File: config.mk
export PLATFORM = sky130hd
export DESIGN_NAME = dnd_ctrl
export DESIGN_NICKNAME = d
export VERILOG_FILES = /design/src/design/dnd_pkg.sv /design/src/design/dnd_ctrl.sv
export SDC_FILE = /design/constraint.sdc
export NUM_CORES = 1
export LEC_CHECK = 0
export BUFFER_PORTS_ARGS = -buffer_cell sky130_fd_sc_hd__buf_2
export CAP_MARGIN = 40
export CORE_AREA = 2 2 39 41
export CTS_CLUSTER_DIAMETER = 100
export DETAILED_ROUTE_END_ITERATION = 7
export DIE_AREA = 0 0 41 43
export HOLD_SLACK_MARGIN = 0.15
export PLACE_DENSITY = 0.73
export REMOVE_ABC_BUFFERS = 1
export SYNTH_ARGS = -nofsm -noshare
export SYNTH_HDL_FRONTEND = slang
export SYNTH_SLANG_ARGS = --single-unit
File: constraint.sdc
create_clock -name clk_i -period 1.8 [get_ports clk_i]
set_clock_uncertainty 0.15 [all_clocks]
set_input_delay 0.18 -clock clk_i [delete_from_list [all_inputs] [get_ports clk_i]]
set_output_delay 0.18 -clock clk_i [all_outputs]
set_load 0.005 [all_outputs]
File: src/design/dnd_pkg.sv
// Shared types and constants for the DNS name decompressor.
`default_nettype none

package dnd_pkg;

  localparam int ADDR_W = 12;
  localparam int LEN_W  = 13;
  localparam int POS_W  = 14;
  localparam int CHUNK_CHARS = 8;
  localparam int CHARS_W = 8 * CHUNK_CHARS;

  localparam logic [7:0] LABEL_LIMIT = 8'd64;
  localparam logic [7:0] DOT_CHAR    = 8'h2E;

  localparam logic [7:0] MAX_HOPS_RST  = 8'd16;
  localparam logic [7:0] MAX_NAME_RST  = 8'd255;

  localparam logic REG_MAX_HOPS = 1'b0;
  localparam logic REG_MAX_NAME = 1'b1;

  localparam logic MODE_LOAD   = 1'b0;
  localparam logic MODE_DECODE = 1'b1;

  typedef enum logic [1:0] {
    ST_OK  = 2'd0,
    ST_LEN = 2'd1,
    ST_CAP = 2'd2,
    ST_HOP = 2'd3
  } dnd_status_e;

  typedef enum logic [3:0] {
    S_IDLE,
    S_CHECK,
    S_HEAD,
    S_PTR,
    S_LCHK,
    S_LBYTE,
    S_FLUSH,
    S_EMIT,
    S_SHOW
  } dnd_state_e;

  typedef struct packed {
    logic        in_ready;
    logic        start;
    logic        msg_rd;
    logic        msg_rd_next;
    logic        pos_inc;
    logic        label_begin;
    logic        put_dot;
    logic        put_char;
    logic        hop;
    logic        ptr_load;
    logic        finish;
    dnd_status_e fin_status;
    logic        flush;
    logic        name_rd;
    logic        out_load;
    logic        k_inc;
  } dnd_cmd_t;

  typedef struct packed {
    logic in_valid;
    logic in_mode;
    logic byte_zero;
    logic byte_label;
    logic pos_ge_len;
    logic ptr_cut;
    logic hop_lim;
    logic cap_full;
    logic need_dot;
    logic rem_zero;
    logic chunk_last;
    logic out_free;
  } dnd_stat_t;

endpackage

`default_nettype wire

File: src/design/dnd_ctrl.sv
// Controller state machine for the label walk and chunk output.
`default_nettype none

module dnd_ctrl import dnd_pkg::*; (
  input  wire logic      clk_i,
  input  wire logic      rst_ni,
  input  wire dnd_stat_t stat_i,
  output dnd_cmd_t       cmd_o
);

  dnd_state_e state_q, state_d;

  always_ff @(posedge clk_i or negedge rst_ni) begin
    if (!rst_ni) begin
      state_q <= S_IDLE;
    end else begin
      state_q <= state_d;
    end
  end

  always_comb begin
    state_d = state_q;
    unique case (state_q)
      S_IDLE: begin
        if (stat_i.in_valid && stat_i.in_mode) state_d = S_CHECK;
      end
      S_CHECK: begin
        state_d = stat_i.pos_ge_len ? S_FLUSH : S_HEAD;
      end
      S_HEAD: begin
        if (stat_i.byte_zero) begin
          state_d = S_FLUSH;
        end else if (stat_i.byte_label) begin
          state_d = (stat_i.need_dot && stat_i.cap_full) ? S_FLUSH : S_LCHK;
        end else begin
          state_d = (stat_i.ptr_cut || stat_i.hop_lim) ? S_FLUSH : S_PTR;
        end
      end
      S_PTR:   state_d = S_CHECK;
      S_LCHK: begin
        if (stat_i.rem_zero) begin
          state_d = S_CHECK;
        end else if (stat_i.pos_ge_len || stat_i.cap_full) begin
          state_d = S_FLUSH;
        end else begin
          state_d = S_LBYTE;
        end
      end
      S_LBYTE: state_d = S_LCHK;
      S_FLUSH: state_d = S_EMIT;
      S_EMIT:  state_d = S_SHOW;
      S_SHOW: begin
        if (stat_i.out_free) state_d = stat_i.chunk_last ? S_IDLE : S_EMIT;
      end
      default: state_d = S_IDLE;
    endcase
  end

  always_comb begin
    cmd_o = '0;
    cmd_o.fin_status = ST_OK;
    unique case (state_q)
      S_IDLE: begin
        cmd_o.in_ready = 1'b1;
        cmd_o.start    = stat_i.in_valid && stat_i.in_mode;
      end
      S_CHECK: begin
        if (stat_i.pos_ge_len) begin
          cmd_o.finish     = 1'b1;
          cmd_o.fin_status = ST_LEN;
        end else begin
          cmd_o.msg_rd = 1'b1;
        end
      end
      S_HEAD: begin
        if (stat_i.byte_zero) begin
          cmd_o.pos_inc    = 1'b1;
          cmd_o.finish     = 1'b1;
          cmd_o.fin_status = ST_OK;
        end else if (stat_i.byte_label) begin
          cmd_o.pos_inc = 1'b1;
          if (stat_i.need_dot && stat_i.cap_full) begin
            cmd_o.finish     = 1'b1;
            cmd_o.fin_status = ST_CAP;
          end else begin
            cmd_o.put_dot     = stat_i.need_dot;
            cmd_o.label_begin = 1'b1;
          end
        end else if (stat_i.ptr_cut) begin
          cmd_o.finish     = 1'b1;
          cmd_o.fin_status = ST_LEN;
        end else if (stat_i.hop_lim) begin
          cmd_o.finish     = 1'b1;
          cmd_o.fin_status = ST_HOP;
        end else begin
          cmd_o.hop         = 1'b1;
          cmd_o.msg_rd_next = 1'b1;
        end
      end
      S_PTR: cmd_o.ptr_load = 1'b1;
      S_LCHK: begin
        if (stat_i.rem_zero) begin
          cmd_o.finish = 1'b0;
        end else if (stat_i.pos_ge_len) begin
          cmd_o.finish     = 1'b1;
          cmd_o.fin_status = ST_LEN;
        end else if (stat_i.cap_full) begin
          cmd_o.finish     = 1'b1;
          cmd_o.fin_status = ST_CAP;
        end else begin
          cmd_o.msg_rd = 1'b1;
        end
      end
      S_LBYTE: begin
        cmd_o.put_char = 1'b1;
        cmd_o.pos_inc  = 1'b1;
      end
      S_FLUSH: cmd_o.flush   = 1'b1;
      S_EMIT:  cmd_o.name_rd = 1'b1;
      S_SHOW: begin
        cmd_o.out_load = stat_i.out_free;
        cmd_o.k_inc    = stat_i.out_free && !stat_i.chunk_last;
      end
      default: cmd_o = '0;
    endcase
  end

endmodule

`default_nettype wire

==> results.json, run 1 <==
{
  "yosys.area_share.simple_pct": 45.6,
  "antenna_found_initial": 0,
  "crit_buf_inv": 1,
  "initial_core_util_pct": 37.7,
  "synth_cell_type_count": 31,
  "violations": "setup timing",
  "setup_ws_ns": -0.0511,
  "postPlaceCellArea_um2": 718,
  "synthMuxAreaShare_pct": 0,
  "root_buffer": "clkbuf_4",
  "largest_reg_flops": 4,
  "path_delay_family": "simple AND/OR/NAND/NOR gates",
  "grt_start_max_net_pins": 9,
  "status": "finished with violations",
  "dp.cells": 123,
  "setup_viol": 3,
  "hp-class": "in2reg",
  "core_area_mm2": 0.00138,
  "synth_top_family_by_area": "simple AND/OR/NAND/NOR gates",
  "critPathArrivalTime_ns": 1.52,
  "die_area_mm2": 0.00176,
  "critPathCaptureType": "output port",
  "ys.warnings.count": 0,
  "p_leak_nw": 0.430,
  "avgSynthCellArea_um2": 6.96,
  "finalHoldViolCount": 0,
  "final_common_cell": "buf_2",
  "total_power_w": 0.00108,
  "place_ws_ns": 0.132,
  "multi_input_area_um2": 433,
  "synth-compound-area-share_pct": 25.9,
  "synthTopCellsByArea": "dfrtp_1 19%, nor2_1 7.9%, nand2_1 5.8%, a21oi_1 4.8%, nor3_1 4.8%",
  "cts_sinks": 4,
  "clk_latency_ns": 0.22,
  "die_h_um": 43,
  "fin_crit_sh_pct": 103,
  "period_minus_slack_ns": 1.85,
  "fin_area_um2": 905,
  "synth_fa_ha_area_share_pct": 0,
  "cts.clk_slew.worst_paths_ns": 0.03,
  "seq_area_frac_synth_pct": 19.2,
  "via_per_inst": 5.17,
  "crit_slowest_cell": "or3_4",
  "top_register": "state_q",
  "io-pin-count": 31,
  "drv_slew": 0,
  "nets": 137,
  "rows": 14,
  "num_vias": 708,
  "yosys_register_bits": 4,
  "synth_top_area_share_pct": 19.2,
  "cts_tree": "done",
  "first_pass_iters": 4,
  "wl_per_cell_um": 11.9,
  "critPathMaxFanout": 5,
  "largestRegisters": "state_q: 4 flops",
  "numCtsBuffers": 3,
  "place_congestion": 0.826,
  "fillCellCount": 113,
  "tightest_slew_ns": 0.371,
  "first_iter_violations": 22,
  "grt-ovfl-total": 0,
  "slowest_delay_ns": 0.42,
  "netlist_area_um2": 522,
  "n_antenna_cell": 0,
  "drive_above_1_share_pct": 52.9,
  "layout_common_cells": "30 x buf_2, 13 x buf_4, 10 x nor2_1, 8 x nand2_1, 5 x o21ai_0",
  "rsz0062_at_grt": "true",
  "power_density_mw_per_mm2": 1190,
  "wl_um": 1640,
  "stdcell_count": 137,
  "worstSetupPathType": "reg2out",
  "final_antenna_net_count": 0,
  "grt_pass1_wl_um": 2230,
  "required_ns": 1.47,
  "maxSlewHeadroom_pct": 75.1,
  "synth-xor-area-share_pct": 0,
  "dp_hpwl_um": 1130,
  "path_cells": "nand2b_4 > or3_4 > o32ai_2 > buf_2",
  "drc": 0,
  "max_cap_violations": 0,
  "track_usage_pct": 17.6,
  "synth_top_area_cell": "dfrtp_1",
  "ir_drop_uv": 618,
  "fmax_mhz": 540,
  "synthCells": 75,
  "crit_path_start_kind": "flop",
  "synthToLayoutAreaGrowth_pct": 73.4,
  "regArea_um2": 104,
  "die_x_um": 41,
  "cts.htree.levels": 1,
  "io_buffers": 30,
  "clock_path_buffers": 2,
  "first_global_vias": 561
}
==> stage by stage <==
stage,TNS [ns],util [%],hold slack [ns]
finish,-0.109,65.4,0.223
global route,-0.586,65.4,0.245
CTS,-0.108,57.9,0.210
detailed placement,0,51.9,-0.164
global placement,0,51.9,-0.168
floorplan,0,-,-0.266
==> power by group <==
group          internal, W  switching, W
registers         0.000128     0.0000546
logic             0.000401      0.000394
clock network    0.0000741     0.0000290
total             0.000603      0.000478
==> path summary, 6_finish.rpt <==
path                            start  cells past startpoint  slack (ns)          to
setup / recovery           state_q[0]                      4       -0.05    cmd_o[5]
hold / removal              stat_i[2]                      4        0.22  state_q[1]
max in group asynchronous      rst_ni                      3        0.60  state_q[2]
min in group asynchronous      rst_ni                      3        0.72  state_q[0]
setup reg to reg           state_q[2]                      4        0.26  state_q[2]
hold reg to reg            state_q[3]                      3        0.55  state_q[2]
==> cell type report <==
type | count | share of cell area, %
inverter | 4 | 1.66
sequential | 4 | 11.5
tap | 16 | 2.21
timing repair buffer | 49 | 34.3
clock buffer | 3 | 2.49
multi-input combinational | 61 | 47.9
==> tightest hold or removal path, stage by stage <==
cell and delay (ns):
buf_2 0.13, nor4_4 0.07, o21ai_0 0.07, a31oi_1 0.10
==> repair_timing <==
action                                  CTS  global route
endpoints found under the setup margin    6            10
hold endpoints to repair                  6             0
resized for setup                         4            11
pin swaps                                 0             8
buffers inserted                          1             6
hold buffers                              4             0
==> synth_stat cells (all sizes together) <==
cell and number:
nor2 11, nand2 8, nor3 6, o21ai 6, a21oi 5, buf 5, dfrtp 4, inv 4
nor4 4, nand2b 3, o22ai 3, a31oi 2, and3 2, or3 2, a211oi 1, a32oi 1
and2 1, clkbuf 1, nand3b 1, nor2b 1, nor4b 1, o2111ai 1, o21bai 1, o32ai 1
==> cell families after synthesis <==
logic type | after synthesis
flip-flops | 4
AO/OA/AOI/OAI | 21
buffers and inverters | 10
AND/OR/NAND/NOR | 40
==> routing by layer <==
metal  GRT usage (%)  share of wire (%)  vias up  routed length [um]
met4            4.00                  0        0                   0
met3               0                1.9        0                  31
li1                -                  -      369                   -
met1            27.5                 48      332                 789
met5               0                  0        -                   0
met2            26.3                 50        7                 814
Power figures use the tool's default switching activity.
==> run 2: changes to the inputs <==
--- a/config.mk
+++ b/config.mk
@@ -14,6 +14,7 @@
 export HOLD_SLACK_MARGIN = 0.15
 export PLACE_DENSITY = 0.73
 export REMOVE_ABC_BUFFERS = 1
+export SKIP_LAST_GASP = 1
 export SYNTH_ARGS = -nofsm -noshare
 export SYNTH_HDL_FRONTEND = slang
 export SYNTH_SLANG_ARGS = --single-unit
==> results.json, run 2 (same netlist as run 1, synthesis figures left out) <==
{
  "wl_um": 1630,
  "critPathCaptureType": "output port",
  "setup_viol": 3,
  "place_ws_ns": 0.132,
  "layout_common_cells": "30 x buf_2, 13 x buf_4, 11 x nor2_1, 8 x nand2_1, 5 x o21ai_0",
  "power_density_mw_per_mm2": 1190,
  "die_h_um": 43,
  "final_common_cell": "buf_2",
  "core_area_mm2": 0.00138,
  "clock_path_buffers": 2,
  "violations": "setup timing",
  "cts.htree.levels": 1,
  "die_area_mm2": 0.00176,
  "largest_reg_flops": 4,
  "max_cap_violations": 0,
  "drive_above_1_share_pct": 51.2,
  "rsz0062_at_grt": "true",
  "setup_ws_ns": -0.0479,
  "grt-ovfl-total": 0,
  "total_power_w": 0.00107,
  "r2r_setup_slack_ns": 0.26,
  "required_ns": 1.47,
  "cts_sinks": 4,
  "finalHoldViolCount": 0,
  "cts_tree": "done",
  "cp-startpoint": "state_q[3]",
  "io-pin-count": 31,
  "dp_hpwl_um": 1130,
  "nets": 137,
  "stdcell_count": 137,
  "crit_path_end": "cmd_o[5]",
  "grt_start_max_net_pins": 9,
  "num_vias": 704,
  "top_register": "state_q",
  "crit_path_start_kind": "flop",
  "first_pass_iters": 4,
  "status": "finished with violations",
  "maxSlewHeadroom_pct": 75.1,
  "initial_core_util_pct": 37.7,
  "place_congestion": 0.826,
  "root_buffer": "clkbuf_4",
  "worstSetupPathType": "reg2out",
  "ir_drop_uv": 617,
  "final_antenna_net_count": 0,
  "hp-class": "in2reg",
  "critPathArrivalTime_ns": 1.52,
  "cts.clk_slew.worst_paths_ns": 0.03,
  "drc": 0,
  "fillCellCount": 116,
  "first_iter_violations": 15,
  "wl_per_cell_um": 11.9,
  "fin_crit_sh_pct": 103,
  "fmax_mhz": 541,
  "r2r-start": "state_q[2]",
  "hold_depth": 4,
  "r2r-end": "state_q[2]",
  "numCtsBuffers": 3,
  "track_usage_pct": 17.6,
  "tightest_slew_ns": 0.371,
  "first_global_vias": 561,
  "grt_pass1_wl_um": 2230,
  "dp.cells": 123,
  "io_buffers": 30,
  "rows": 14,
  "period_minus_slack_ns": 1.85,
  "p_leak_nw": 0.428,
  "clk_latency_ns": 0.22,
  "critPathMaxFanout": 6,
  "via_per_inst": 5.14,
  "n_antenna_cell": 0,
  "antenna_found_initial": 0,
  "drv_slew": 0,
  "largestRegisters": "state_q: 4 flops",
  "synthToLayoutAreaGrowth_pct": 71.7,
  "die_x_um": 41,
  "rr_worst_depth": 4
}
==> run 2: area by class of cell <==
type / count / area, um^2 / area share, %
inverter: 4 / 15.0 / 1.68
multi-input combinational: 61 / 424 / 47.3
tap: 16 / 20.0 / 2.23
clock buffer: 3 / 22.5 / 2.51
sequential: 4 / 104 / 11.6
timing repair buffer: 49 / 310 / 34.6
==> run 2: worst max-delay path: stages (launching register included) <==
cell and delay, ns:
dfrtp_2 0.41, nand2b_4 0.16, nor4_4 0.35, nand2_1 0.11, o32ai_2 0.12, buf_2 0.14
==> run 2: metal layers <==
metal | up-vias | part of all wire, % | track usage, %
met1 | 329 | 48 | 27.5
met4 | 0 | 0 | 4.00
met3 | 0 | 2.0 | 0
met2 | 9 | 50 | 26.3
li1 | 366 | - | -
met5 | - | 0 | 0
==> run 2: worst min-delay path by stage <==
stage               startpoint          to  slack, ns
global placement        rst_ni  state_q[3]      -0.17
finish               stat_i[2]  state_q[1]       0.22
global route         stat_i[2]  state_q[1]       0.25
detailed placement      rst_ni  state_q[1]      -0.16
CTS                  stat_i[1]  state_q[0]       0.21
floorplan               rst_ni  state_q[0]      -0.27
==> run 2: stage by stage <==
stage | setup TNS [ns] | util [%] | area (um^2) | hold slack, ns
floorplan | 0 | - | 488 | -0.266
global placement | 0 | 51.9 | 718 | -0.168
detailed placement | 0 | 51.9 | 718 | -0.164
CTS | -0.108 | 57.9 | 801 | 0.210
global route | -0.603 | 64.7 | 896 | 0.245
finish | -0.107 | 64.7 | 896 | 0.223
==> run 2: what timing repair did <==
item | in CTS | in global routing
setup buffers | 1 | 6
gates resized for setup | 4 | 9
pin swaps | 0 | 8
endpoints found under the hold margin | 6 | 0
endpoints found under the setup margin | 6 | 10
hold buffers | 4 | 0
==> run 2: report_power, final <==
group          internal, W  switching [W]
logic             0.000397       0.000389
registers         0.000128      0.0000543
clock network    0.0000741      0.0000290
total             0.000598       0.000472
==> run 3: changes to the inputs <==
--- a/config.mk
+++ b/config.mk
@@ -5,16 +5,16 @@
 export SDC_FILE = /design/constraint.sdc
 export NUM_CORES = 1
 export LEC_CHECK = 0
-export BUFFER_PORTS_ARGS = -buffer_cell sky130_fd_sc_hd__buf_2
 export CAP_MARGIN = 40
 export CORE_AREA = 2 2 39 41
 export CTS_CLUSTER_DIAMETER = 100
 export DETAILED_ROUTE_END_ITERATION = 7
 export DIE_AREA = 0 0 41 43
+export DONT_BUFFER_PORTS = 1
 export HOLD_SLACK_MARGIN = 0.15
-export PLACE_DENSITY = 0.73
 export REMOVE_ABC_BUFFERS = 1
 export SKIP_LAST_GASP = 1
 export SYNTH_ARGS = -nofsm -noshare
 export SYNTH_HDL_FRONTEND = slang
 export SYNTH_SLANG_ARGS = --single-unit
+export TNS_END_PERCENT = 30
==> results.json, run 3 (same netlist as run 1, synthesis figures left out) <==
{
  "status": "finished with violations",
  "violations": "setup timing",
  "required_ns": 1.47,
  "numCtsBuffers": 3,
  "slowest_delay_ns": 0.44,
  "dp.cells": 90,
  "critPathMaxFanout": 5,
  "use_met1_pct": 23.5,
  "met3_usage_pct": 3.14,
  "tightest_slew_ns": 0.441,
  "track_usage_pct": 16.5,
  "die_x_um": 41,
  "hold_slack_ns": 0.172,
  "wl_um": 1440,
  "rows": 14,
  "largestRegisters": "state_q: 4 flops",
  "clock_path_buffers": 2,
  "final_antenna_net_count": 0,
  "dp_hpwl_um": 1030,
  "drv_slew": 0,
  "first_pass_iters": 4,
  "first_global_vias": 501,
  "critPathCaptureType": "output port",
  "grt_start_max_net_pins": 11,
  "first_iter_violations": 5,
  "crit_slowest_cell": "dfrtp_2",
  "setup_ws_ns": -0.0620,
  "r2r-end": "state_q[1]",
  "finalHoldViolCount": 0,
  "path_cells": "clkbuf_2 > or3_4 > o32ai_4",
  "cts_sinks": 4,
  "place_congestion": 0.759,
  "crit_path_end": "cmd_o[5]",
  "initial_core_util_pct": 37.7,
  "setup_viol": 3,
  "drc": 0,
  "max_cap_violations": 0,
  "grtUsageMet2_pct": 24.1,
  "rsz0062_at_grt": "true",
  "antenna_found_initial": 0,
  "drive_above_1_share_pct": 29.7,
  "cts.htree.levels": 1,
  "num_vias": 607,
  "io_buffers": 0,
  "r2r_setup_slack_ns": 0.24,
  "busiest_layer": "met2",
  "via_per_inst": 5.67,
  "rr_worst_depth": 4,
  "period_minus_slack_ns": 1.86,
  "grt-ovfl-total": 0,
  "io-pin-count": 31,
  "layout_common_cells": "11 x nor2_1, 11 x buf_4, 8 x nand2_1, 7 x dlygate4sd3_1, 5 x a21oi_1",
  "n_antenna_cell": 0,
  "synthToLayoutAreaGrowth_pct": 41.0,
  "hp-class": "in2reg",
  "root_buffer": "clkbuf_4",
  "fin_crit_sh_pct": 103,
  "top_register": "state_q",
  "cp-startpoint": "state_q[2]",
  "wl_per_cell_um": 13.5,
  "die_area_mm2": 0.00176,
  "worstSetupPathType": "reg2out",
  "hold_depth": 3,
  "die_h_um": 43,
  "nets": 107,
  "stdcell_count": 107,
  "core_area_mm2": 0.00138,
  "fillCellCount": 148,
  "critPathArrivalTime_ns": 1.53,
  "crit_path_start_kind": "flop",
  "multi_input_area_um2": 417,
  "regArea_um2": 104,
  "final_util_pct": 53.2,
  "p_leak_nw": 0.280,
  "ir_drop_uv": 424,
  "cts.clk_slew.worst_paths_ns": 0.04,
  "power_density_mw_per_mm2": 1190,
  "clk_latency_ns": 0.23,
  "r2r-start": "state_q[3]",
  "fmax_mhz": 537,
  "cts_tree": "done",
  "maxSlewHeadroom_pct": 70.4,
  "largest_reg_flops": 4,
  "grt_pass1_wl_um": 2060
}
run 3: changes by cell type in the layout (fill, tap and decap cells not counted), sizes merged:
| cell | change |
|---|---|
| clkbuf | +1 |
| dlygate4sd3 | +3 |
| buf | -34 |
run 3: worst min path at each step:
stage,endpoint,slack (ns),from
after global placement,state_q[0],-0.27,rst_ni
after global routing,state_q[1],0.19,stat_i[1]
final,state_q[0],0.17,stat_i[2]
after floorplan,state_q[0],-0.27,rst_ni
after CTS,state_q[0],0.16,stat_i[2]
after detailed placement,state_q[0],-0.27,rst_ni
run 3: critical path: cells and delay by family, from the launching register on:
family | cells | cell delay (ns)
buf+inv | 1 | 0.17
compound gates | 1 | 0.27
simple gates | 1 | 0.43
flops | 1 | 0.44
run 3: layout make-up:
class                   count  share of cell area (%)
flip-flops and latches      4                    14.1
well taps                  16                    2.72
inverters                   4                    2.04
multi-input cells          61                    56.6
repair buffers             19                    21.4
clock buffers               3                    3.06
run 3: stage by stage:
| stage | worst slack [ns] | area (um^2) | setup TNS, ns | total power [W] |
|---|---|---|---|---|
| floorplan | 0.225 | 488 | 0 | 0.000508 |
| global placement | 0.221 | 546 | 0 | 0.000639 |
| detailed placement | 0.221 | 546 | 0 | 0.000635 |
| CTS | -0.0219 | 638 | -0.0619 | 0.000761 |
| global route | -0.134 | 736 | -0.704 | 0.000954 |
| finish | -0.0620 | 736 | -0.137 | 0.000879 |
run 3: report_power, final:
group          total [W]  switching, W  internal [W]
Clock           0.000105     0.0000311     0.0000742
Sequential      0.000174     0.0000460      0.000128
Combinational   0.000600      0.000328      0.000272
run 3: layer usage:
layer / vias up / share of wire, %
li1: 306 / -
met1: 283 / 47
met2: 18 / 49
met3: 0 / 4.3
met4: 0 / 0
met5: - / 0
run 3: what timing repair did:
item                                    4_1_cts  5_1_grt
endpoints found under the hold margin         8        0
resized for setup                             0       10
setup buffers                                 0        7
hold buffers                                  7        0
endpoints found under the setup margin        4        9
pin swaps                                     0        3
